<file path="config.mk">
export PLATFORM = sky130hd
export DESIGN_NAME = pixel_to_straight_rgba_top_flat
export DESIGN_NICKNAME = d
export VERILOG_FILES = /design/src/pst_pkg.sv /design/src/pst_pix_if.sv /design/src/pst_rgba_if.sv /design/src/pst_cfg_if.sv /design/src/pst_expand.sv /design/src/pst_div_cell.sv /design/src/pixel_to_straight_rgba_top.sv /design/src/flat_wrapper.sv
export SDC_FILE = /design/constraint.sdc
export NUM_CORES = 2
export LEC_CHECK = 0
export BUFFER_PORTS_ARGS = -buffer_cell sky130_fd_sc_hd__buf_4
export CORE_MARGIN = 1
export CORE_UTILIZATION = 25
export DETAILED_ROUTE_END_ITERATION = 8
export SLEW_MARGIN = 20
export SYNTH_ARGS = -nofsm -noshare
export SYNTH_HDL_FRONTEND = slang
export SYNTH_HIERARCHICAL = 1
export SYNTH_SLANG_ARGS = --single-unit
</file>
<file path="constraint.sdc">
create_clock -name clk -period 8.4 [get_ports clk]
set_input_delay 0.42 -clock clk [delete_from_list [all_inputs] [get_ports clk]]
set_output_delay 0.42 -clock clk [all_outputs]
set_load 0.02 [all_outputs]
</file>
<file path="src/pst_pkg.sv">
package pst_pkg;

    localparam int unsigned SAMPLE_W = 8;
    localparam int unsigned COUNT_W  = 3;
    localparam int unsigned LANES    = 3;
    localparam int unsigned QUOT_W   = 16;
    localparam int unsigned DIV_STEPS = QUOT_W;

    localparam logic [SAMPLE_W-1:0] FULL_ALPHA = 8'd255;

    localparam logic [COUNT_W-1:0] COUNT_NONE       = 3'd0;
    localparam logic [COUNT_W-1:0] COUNT_GRAY       = 3'd1;
    localparam logic [COUNT_W-1:0] COUNT_GRAY_ALPHA = 3'd2;
    localparam logic [COUNT_W-1:0] COUNT_RGB        = 3'd3;
    localparam logic [COUNT_W-1:0] COUNT_RESET      = 3'd4;

    typedef logic [SAMPLE_W-1:0] sample_t;

    typedef struct packed {
        logic [LANES-1:0][QUOT_W-1:0]   dq;
        logic [LANES-1:0][SAMPLE_W-1:0] rem;
        sample_t                        divisor;
        sample_t                        alpha;
    } stage_t;

endpackage

</file>
<file path="src/pst_pix_if.sv">
interface pst_pix_if;
    import pst_pkg::*;

    logic    valid;
    logic    ready;
    sample_t sample_zero;
    sample_t sample_one;
    sample_t sample_two;
    sample_t sample_three;

    modport source (
        output valid, sample_zero, sample_one, sample_two, sample_three,
        input  ready
    );
    modport sink (
        input  valid, sample_zero, sample_one, sample_two, sample_three,
        output ready
    );
endinterface

</file>
<file path="src/pst_rgba_if.sv">
interface pst_rgba_if;
    import pst_pkg::*;

    logic    valid;
    logic    ready;
    sample_t red_out;
    sample_t green_out;
    sample_t blue_out;
    sample_t alpha_out;

    modport source (
        output valid, red_out, green_out, blue_out, alpha_out,
        input  ready
    );
    modport sink (
        input  valid, red_out, green_out, blue_out, alpha_out,
        output ready
    );
endinterface

</file>
<file path="src/pst_cfg_if.sv">
interface pst_cfg_if;
    import pst_pkg::*;

    logic               valid;
    logic               ready;
    logic [COUNT_W-1:0] data;

    modport source (
        output valid, data,
        input  ready
    );
    modport sink (
        input  valid, data,
        output ready
    );
endinterface

</file>
<file path="src/pst_expand.sv">
module pst_expand (
    input  logic                      clk,
    input  logic                      rst_n,
    input  logic [pst_pkg::COUNT_W-1:0] count,
    input  logic                      in_valid,
    output logic                      in_ready,
    input  pst_pkg::sample_t          s0,
    input  pst_pkg::sample_t          s1,
    input  pst_pkg::sample_t          s2,
    input  pst_pkg::sample_t          s3,
    output logic                      out_valid,
    output pst_pkg::stage_t           out_data,
    input  logic                      out_ready
);
    import pst_pkg::*;

    logic                       valid_reg;
    stage_t                     data_reg;
    stage_t                     data_next;
    logic [LANES-1:0][SAMPLE_W-1:0] color;
    logic [LANES-1:0][SAMPLE_W-1:0] color_eff;
    sample_t                    alpha;
    sample_t                    divisor;
    logic                       advance;

    always_comb
    begin
        color = '0;
        alpha = FULL_ALPHA;
        unique case (count)
            COUNT_NONE:
            begin
                color = '0;
            end
            COUNT_GRAY:
            begin
                color = {s0, s0, s0};
            end
            COUNT_GRAY_ALPHA:
            begin
                color = {s0, s0, s0};
                alpha = s1;
            end
            COUNT_RGB:
            begin
                color = {s2, s1, s0};
            end
            default:
            begin
                color = {s2, s1, s0};
                alpha = s3;
            end
        endcase
    end

    // zero alpha: divide zero by full scale, which yields zero
    always_comb
    begin
        divisor   = (alpha == '0) ? FULL_ALPHA : alpha;
        color_eff = (alpha == '0) ? '0 : color;
        data_next         = '0;
        data_next.divisor = divisor;
        data_next.alpha   = alpha;
        for (int i = 0; i < LANES; i++)
        begin
            data_next.dq[i] = ({color_eff[i], 8'd0} - {8'd0, color_eff[i]})
                              + {9'd0, divisor[SAMPLE_W-1:1]};
        end
    end

    assign in_ready  = !valid_reg || out_ready;
    assign advance   = in_valid && in_ready;
    assign out_valid = valid_reg;
    assign out_data  = data_reg;

    always_ff @(posedge clk or negedge rst_n)
    begin
        if (!rst_n)
        begin
            valid_reg <= 1'b0;
        end
        else if (in_ready)
        begin
            valid_reg <= in_valid;
        end
    end

    always_ff @(posedge clk)
    begin
        if (advance)
        begin
            data_reg <= data_next;
        end
    end

endmodule

</file>
<file path="src/pst_div_cell.sv">
module pst_div_cell (
    input  logic            clk,
    input  logic            rst_n,
    input  logic            in_valid,
    output logic            in_ready,
    input  pst_pkg::stage_t in_data,
    output logic            out_valid,
    output pst_pkg::stage_t out_data,
    input  logic            out_ready
);
    import pst_pkg::*;

    logic   valid_reg;
    stage_t data_reg;
    stage_t data_next;
    logic [SAMPLE_W:0] trial;
    logic [SAMPLE_W:0] diff;
    logic              q_bit;
    logic              advance;

    // one restoring step per lane: shift in the next dividend bit, try subtract
    always_comb
    begin
        data_next = in_data;
        trial     = '0;
        diff      = '0;
        q_bit     = 1'b0;
        for (int i = 0; i < LANES; i++)
        begin
            trial = {in_data.rem[i], in_data.dq[i][QUOT_W-1]};
            diff  = trial - {1'b0, in_data.divisor};
            q_bit = (trial >= {1'b0, in_data.divisor});
            data_next.rem[i] = q_bit ? diff[SAMPLE_W-1:0] : trial[SAMPLE_W-1:0];
            data_next.dq[i]  = {in_data.dq[i][QUOT_W-2:0], q_bit};
        end
    end

    assign in_ready  = !valid_reg || out_ready;
    assign advance   = in_valid && in_ready;
    assign out_valid = valid_reg;
    assign out_data  = data_reg;

    always_ff @(posedge clk or negedge rst_n)
    begin
        if (!rst_n)
        begin
            valid_reg <= 1'b0;
        end
        else if (in_ready)
        begin
            valid_reg <= in_valid;
        end
    end

    always_ff @(posedge clk)
    begin
        if (advance)
        begin
            data_reg <= data_next;
        end
    end

`ifndef SYNTHESIS
    a_rem_below_divisor: assert property (@(posedge clk) disable iff (!rst_n)
        valid_reg |-> (data_reg.rem[0] < data_reg.divisor)
                   && (data_reg.rem[1] < data_reg.divisor)
                   && (data_reg.rem[2] < data_reg.divisor))
        else $error("remainder not below divisor");

    a_divisor_nonzero: assert property (@(posedge clk) disable iff (!rst_n)
        valid_reg |-> (data_reg.divisor != '0))
        else $error("zero divisor in cell");

    a_stall_holds: assert property (@(posedge clk) disable iff (!rst_n)
        (valid_reg && !out_ready) |=> (valid_reg && $stable(data_reg)))
        else $error("stalled cell lost its request");
`endif

endmodule

</file>
<file path="src/pixel_to_straight_rgba_top.sv">
// An accepted request is registered in the expand stage, then in each divider cell.
// Throughput: one pixel per cycle while dst is ready; one expand stage feeds
// 16 divider cells, each resolving one quotient bit for the three colors.
// Ready ripples back through the cells, so bubbles fill under stall.
// Reset clears all valid bits and sets count_reg to 4.
module pixel_to_straight_rgba_top (
    input  logic        clk,
    input  logic        rst_n,
    pst_cfg_if.sink     cfg,
    pst_pix_if.sink     src,
    pst_rgba_if.source  dst
);
    import pst_pkg::*;

    logic [COUNT_W-1:0] count_reg;
    logic               valid_chain [0:DIV_STEPS];
    logic               ready_chain [0:DIV_STEPS];
    stage_t             data_chain  [0:DIV_STEPS];

    assign cfg.ready = 1'b1;

    always_ff @(posedge clk or negedge rst_n)
    begin
        if (!rst_n)
        begin
            count_reg <= COUNT_RESET;
        end
        else if (cfg.valid)
        begin
            count_reg <= cfg.data;
        end
    end

    pst_expand u_expand (
        .clk       (clk),
        .rst_n     (rst_n),
        .count     (count_reg),
        .in_valid  (src.valid),
        .in_ready  (src.ready),
        .s0        (src.sample_zero),
        .s1        (src.sample_one),
        .s2        (src.sample_two),
        .s3        (src.sample_three),
        .out_valid (valid_chain[0]),
        .out_data  (data_chain[0]),
        .out_ready (ready_chain[0])
    );

    for (genvar k = 0; k < DIV_STEPS; k++)
    begin : g_cell
        pst_div_cell u_cell (
            .clk       (clk),
            .rst_n     (rst_n),
            .in_valid  (valid_chain[k]),
            .in_ready  (ready_chain[k]),
            .in_data   (data_chain[k]),
            .out_valid (valid_chain[k+1]),
            .out_data  (data_chain[k+1]),
            .out_ready (ready_chain[k+1])
        );
    end

    assign dst.valid           = valid_chain[DIV_STEPS];
    assign ready_chain[DIV_STEPS] = dst.ready;
    assign dst.red_out   = data_chain[DIV_STEPS].dq[0][SAMPLE_W-1:0];
    assign dst.green_out = data_chain[DIV_STEPS].dq[1][SAMPLE_W-1:0];
    assign dst.blue_out  = data_chain[DIV_STEPS].dq[2][SAMPLE_W-1:0];
    assign dst.alpha_out = data_chain[DIV_STEPS].alpha;

endmodule

</file>
<file path="src/flat_wrapper.sv">
// flat-port wrapper written by rule: the top's interface ports become plain ports
module pixel_to_straight_rgba_top_flat import pst_pkg::*;
  (clk, rst_n, cfg_valid, cfg_data, cfg_ready, src_valid, src_sample_zero, src_sample_one, src_sample_two, src_sample_three, src_ready, dst_valid, dst_red_out, dst_green_out, dst_blue_out, dst_alpha_out, dst_ready);
  pst_cfg_if cfg_i ();
  pst_pix_if src_i ();
  pst_rgba_if dst_i ();
  input  logic clk;
  input  logic rst_n;
  input wire logic [$bits(cfg_i.valid)-1:0] cfg_valid;
  input wire logic [$bits(cfg_i.data)-1:0] cfg_data;
  output wire logic [$bits(cfg_i.ready)-1:0] cfg_ready;
  input wire logic [$bits(src_i.valid)-1:0] src_valid;
  input wire logic [$bits(src_i.sample_zero)-1:0] src_sample_zero;
  input wire logic [$bits(src_i.sample_one)-1:0] src_sample_one;
  input wire logic [$bits(src_i.sample_two)-1:0] src_sample_two;
  input wire logic [$bits(src_i.sample_three)-1:0] src_sample_three;
  output wire logic [$bits(src_i.ready)-1:0] src_ready;
  output wire logic [$bits(dst_i.valid)-1:0] dst_valid;
  output wire logic [$bits(dst_i.red_out)-1:0] dst_red_out;
  output wire logic [$bits(dst_i.green_out)-1:0] dst_green_out;
  output wire logic [$bits(dst_i.blue_out)-1:0] dst_blue_out;
  output wire logic [$bits(dst_i.alpha_out)-1:0] dst_alpha_out;
  input wire logic [$bits(dst_i.ready)-1:0] dst_ready;
  assign cfg_i.valid = cfg_valid;
  assign cfg_i.data = cfg_data;
  assign cfg_ready = cfg_i.ready;
  assign src_i.valid = src_valid;
  assign src_i.sample_zero = src_sample_zero;
  assign src_i.sample_one = src_sample_one;
  assign src_i.sample_two = src_sample_two;
  assign src_i.sample_three = src_sample_three;
  assign src_ready = src_i.ready;
  assign dst_valid = dst_i.valid;
  assign dst_red_out = dst_i.red_out;
  assign dst_green_out = dst_i.green_out;
  assign dst_blue_out = dst_i.blue_out;
  assign dst_alpha_out = dst_i.alpha_out;
  assign dst_i.ready = dst_ready;
  pixel_to_straight_rgba_top u_core (.clk(clk), .rst_n(rst_n), .cfg(cfg_i), .src(src_i), .dst(dst_i));
endmodule
</file>
* After elaboration in Yosys (flattened, before gate mapping)
Cells that the tools add are included.
Storage, ports and cells: register bits after elaboration 1436, bits in latches 0, bits in writable memories 0, bits in read-only memories 0, input bits 40, output and inout port bits 35, word-level logic and storage cells 357, memories 0
Operators by class: add/subtract/negate cells 51, multipliers 0, div/mod/pow operators 0, order comparisons 48, equality and inequality tests 3, shift-type cells 0, muxes and demuxes 49, bitwise gates (word level) 0, reduce and logical (&&, ||, !) cells 55
Operators by type and width (number):
- $ge A9 B8 Y1 | 45
- $mux W8 | 43
- $sub A8 B8 Y8 | 42
- $add A16 B7 Y16 | 3
- $pmux W24 S2 | 1
- $sub A16 B8 Y16 | 3
- $ge A1 B8 Y1 | 3
- $mux W24 | 1
- $sub A1 B8 Y8 | 3
- $logic_and A1 B1 Y1 | 17
- $logic_not A1 Y1 | 17
- $logic_or A1 B1 Y1 | 17
- $pmux W8 S2 | 1
- $logic_not A8 Y1 | 1
- $eq A3 B2 Y1 const B | 2
- $eq A3 B1 Y1 const B | 1
- $logic_not A3 Y1 | 1
- $mux W1 | 3
- $reduce_or A3 Y1 | 1
- $reduce_or A2 Y1 | 1

* Logic depth before layout (Yosys ltp)
word-level depth 19, gate-level depth with buffers 18, depth with buffers taken out 18

* Modules after synthesis
The synthesis kept the hierarchy.
Modules (own cells, without submodules):
- pst_div_cell (u_core.g_cell[13].u_cell ...) | times used 8, cells an instance 273, area each 4207.8 µm², seq. area each 2667.6 µm²
- pst_div_cell (u_core.g_cell[0].u_cell ...) | times used 7, cells an instance 275, area each 4240.3 µm², seq. area each 2667.6 µm²
- pst_expand | times used 1, cells an instance 449, area each 4519.3 µm², seq. area each 1946.9 µm²
- pst_div_cell (u_core.g_cell[5].u_cell) | times used 1, cells an instance 259, area each 4023.9 µm², seq. area each 2667.6 µm²
- pixel_to_straight_rgba_top | times used 1, cells an instance 8, area each 121.4 µm², seq. area each 76.3 µm²

* Worst setup path before layout
No wires, ideal clock.
path type flip-flop to flip-flop, from register u_core.g_cell[15].u_cell.valid_reg, to register u_core.g_cell[0].u_cell.data_reg, in the netlist u_core/g_cell[0].u_cell/out_data[0] (enable), setup time 0.456 ns, arrival 4.437 ns, data required time 7.944 ns, path slack 3.507 ns, stages on the path, launching flop included 18, path buffers 0, clock period less this slack 4.893 ns, path through dfrtp_1 -> nand2b_1 -> nand2b_1 -> nand2b_1 -> nand2b_1 -> nand2b_1 -> nand2b_1 -> nand2b_1 -> nand2b_1 -> nand2b_1 -> nand2b_1 -> nand2b_1 -> nand2b_1 -> nand2b_1 -> nand2b_1 -> nand2b_1 -> nand2b_1 -> and2_1
RTL lines:
- start, declared | line pst_div_cell.sv:13 | logic valid_reg;
- start signal, assigned | line pst_div_cell.sv:51 | valid_reg <= in_valid;
- end signal, assigned | line pst_div_cell.sv:59 | data_reg <= data_next;
- end, declared | line pst_div_cell.sv:14 | stage_t data_reg;

==> flow_metrics.py <==
metrics = {
    "critical_path": {
        "r2r-end": "u_core/u_expand/out_data[51]",
        "start_kind": "input port",
        "critPathCaptureType": "output port",
        "r2r-start": "u_core/count_reg[1]",
        "reg2reg_slack_ns": 3.26,
        "worstSetupPathType": "in -> out",
        "r2r_cells": 12,
        "worstPathArrival_ns": 4.83,
        "path_max_fanout": 3,
        "required_ns": 7.98,
    },
    "placed_design": {
        "dp_hpwl_um": 91500,
        "io_buffer_count": 73,
        "gp_congestion": 0.835,
        "placedInstanceArea_um2": 64900,
        "preCtsSetupSlack_ns": 3.26,
    },
    "timing": {
        "setup_tns_ns": 0,
        "maxSlewViolCount": 0,
        "fin_ws_ns": 3.15,
        "slew_headroom_pct": 33.8,
        "setup_viol": 0,
        "finalHoldViolCount": 0,
        "worst_pin_slew_ns": 0.993,
        "skew_ns": 0.0654,
        "grt_setup_unrepaired": "no",
        "fin_crit_sh_pct": 62.6,
        "max_freq_mhz": 190,
        "fin_crit_ns": 5.25,
    },
    "pwr": {
        "p_seq_share_pct": 38.0,
        "p_sw_mw": 7.89,
        "leakage_nw": 26.1,
        "pwr_density_cell_nw_per_um2": 354,
        "p_comb_share_pct": 40.5,
        "pwr-share-clk_pct": 21.4,
        "power.total_mw": 24.3,
        "ir_worst_vdd_uv": 213,
        "p_int_mw": 16.5,
        "switching_share_pct": 32.4,
    },
    "clock_tree": {
        "clk_pin_slew_worst_paths_ns": 0.06,
        "clockBufferDepth": 3,
        "clock_sinks": 1160,
        "root_buffer": "clkbuf_16",
        "numCtsBuffers": 112,
        "postCtsSetupRepairBufs": 0,
        "htree_levels": 3,
        "insertion_delay_ns": 0.74,
        "cts_tree": "built",
    },
    "drt": {
        "drtAntennaViolNets": 0,
        "first_iter_violations": 1904,
        "dr.pass1.iters": 5,
        "avgRoutedWirePerCell_um": 15.3,
        "vias": 34240,
        "vias_per_cell": 4.40,
        "wl_met1_um": 53100,
        "route.met3.wl_um": 3870,
        "highest_layer": "met4",
        "drc": 0,
        "wl_um": 120000,
        "met2WireLength_um": 58000,
    },
    "logic_synthesis": {
        "avgSynthCellArea_um2": 14.0,
        "syn_inst": 4372,
        "syn_area_um2": 61100,
        "yosys_warnings": 6,
    },
    "cells_and_area": {
        "stdcell_area_um2": 68800,
        "fillers": 24403,
        "drive_above_1_share_pct": 15.6,
        "diodes": 0,
        "num-nets-final": 4985,
        "multi_input_area_um2": 24200,
        "regArea_um2": 34700,
        "syn_to_final_growth_pct": 12.6,
        "final_util_pct": 28.3,
        "largest_register_ffs": 1076,
    },
    "global_routing": {
        "grt_util_all_layers_pct": 9.46,
        "grt_pass1_wl_um": 187000,
        "gr-total-overflow": 0,
        "antenna_found_initial": 10,
        "grt_max_degree": 83,
        "grt_pass1_vias": 34327,
    },
    "min_path": {
        "hp-class": "in -> reg",
        "hold_depth": 3,
        "min_to": "u_core/u_expand/out_data[54]",
        "min_from": "src_sample_zero[6]",
    },
    "floorplanning": {
        "die_h_um": 496,
        "die-area_um2": 246000,
        "start_util_pct": 25.1,
        "fp.coreArea_um2": 243000,
        "rows": 181,
        "die_w_um": 496,
        "io_pins": 75,
    },
    "job": {
        "cap_violations": 0,
    },
    "outcome": {
        "run_status": "finished, final reports clean",
    },
}
==> cell type report <==
type / instances / share of cell area (%)
Multi-Input combinational cell: 2790 / 35.2
Sequential cell: 1160 / 50.5
Tap cell: 3202 / 5.82
Timing Repair Buffer: 102 / 1.15
Inverter: 327 / 1.78
Clock inverter: 78 / 1.41
Clock buffer: 128 / 4.16
==> worst max-delay path by stage <==
stage / start / to / slack, ns / cells past startpoint
floorplan: u_core/g_cell[15].u_cell/out_valid / u_core/g_cell[0].u_cell/out_data[0] / 3.58 / 17
global placement: u_core/count_reg[1] / u_core/u_expand/out_data[51] / 3.28 / 12
detailed placement: u_core/count_reg[1] / u_core/u_expand/out_data[51] / 3.26 / 12
CTS: u_core/g_cell[15].u_cell/out_valid / src_ready / 3.20 / 18
global route: dst_ready / src_ready / 2.92 / 20
finish: dst_ready / src_ready / 3.15 / 20
==> repair_timing <==
item,4_1_cts,5_1_grt
resized for setup,0,0
hold endpoints to repair,27,0
hold buffers,11,0
endpoints found under the setup margin,0,0
==> per-layer routing <==
layer | vias up | GRT usage (%)
met5 | - | 0
met4 | 0 | 3.56
met3 | 252 | 1.50
met2 | 642 | 16.7
met1 | 16363 | 11.5
li1 | 16983 | -
==> layout by cell type (no fill, tap or decap), drive strengths merged, types with 94 or more instances in the layout <==
| cell type | n |
|---|---|
| nor3 | 145 |
| mux2i | 94 |
| a21oi | 135 |
| a21o | 141 |
| o21ai | 114 |
| ha | 404 |
| clkbuf | 128 |
| nand3 | 110 |
| nor2 | 206 |
| inv | 334 |
| xnor2 | 141 |
| edfxtp | 1140 |
| nand2b | 137 |
| mux2 | 264 |
==> worst max-delay path, cell delays in order <==
cell and delay (ns):
dlygate4sd3_1 0.54, buf_4 0.13, nand2b_1 0.16, nand2b_1 0.18
nand2b_1 0.19, nand2b_1 0.19, nand2b_1 0.30, nand2b_1 0.29
nand2b_1 0.20, nand2b_1 0.18, nand2b_1 0.18, nand2b_1 0.18
nand2b_1 0.24, nand2b_1 0.21, nand2b_1 0.18, nand2b_1 0.19
nand2b_1 0.19, nand2b_1 0.25, nand2b_1 0.24, buf_4 0.18
==> power by group through the flow <==
stage          clock [mW]  combinational, mW  sequential [mW]
2_1_floorplan           0               8.44             9.05
3_3_place_gp            0               9.60             9.38
3_5_place_dp            0               9.81             9.41
4_1_cts              5.38               9.86             9.29
5_1_grt              5.58               10.8             9.41
6_report             5.22               9.87             9.26
==> stage by stage <==
step | hold slack (ns) | std cells
floorplan | 0.124 | 4395
global placement | 0.375 | 7570
detailed placement | 0.379 | 7570
CTS | 0.0468 | 7787
global route | 0.0865 | 7787
finish | 0.116 | 7787
Note: power is estimated with default switching activity, not from simulation.
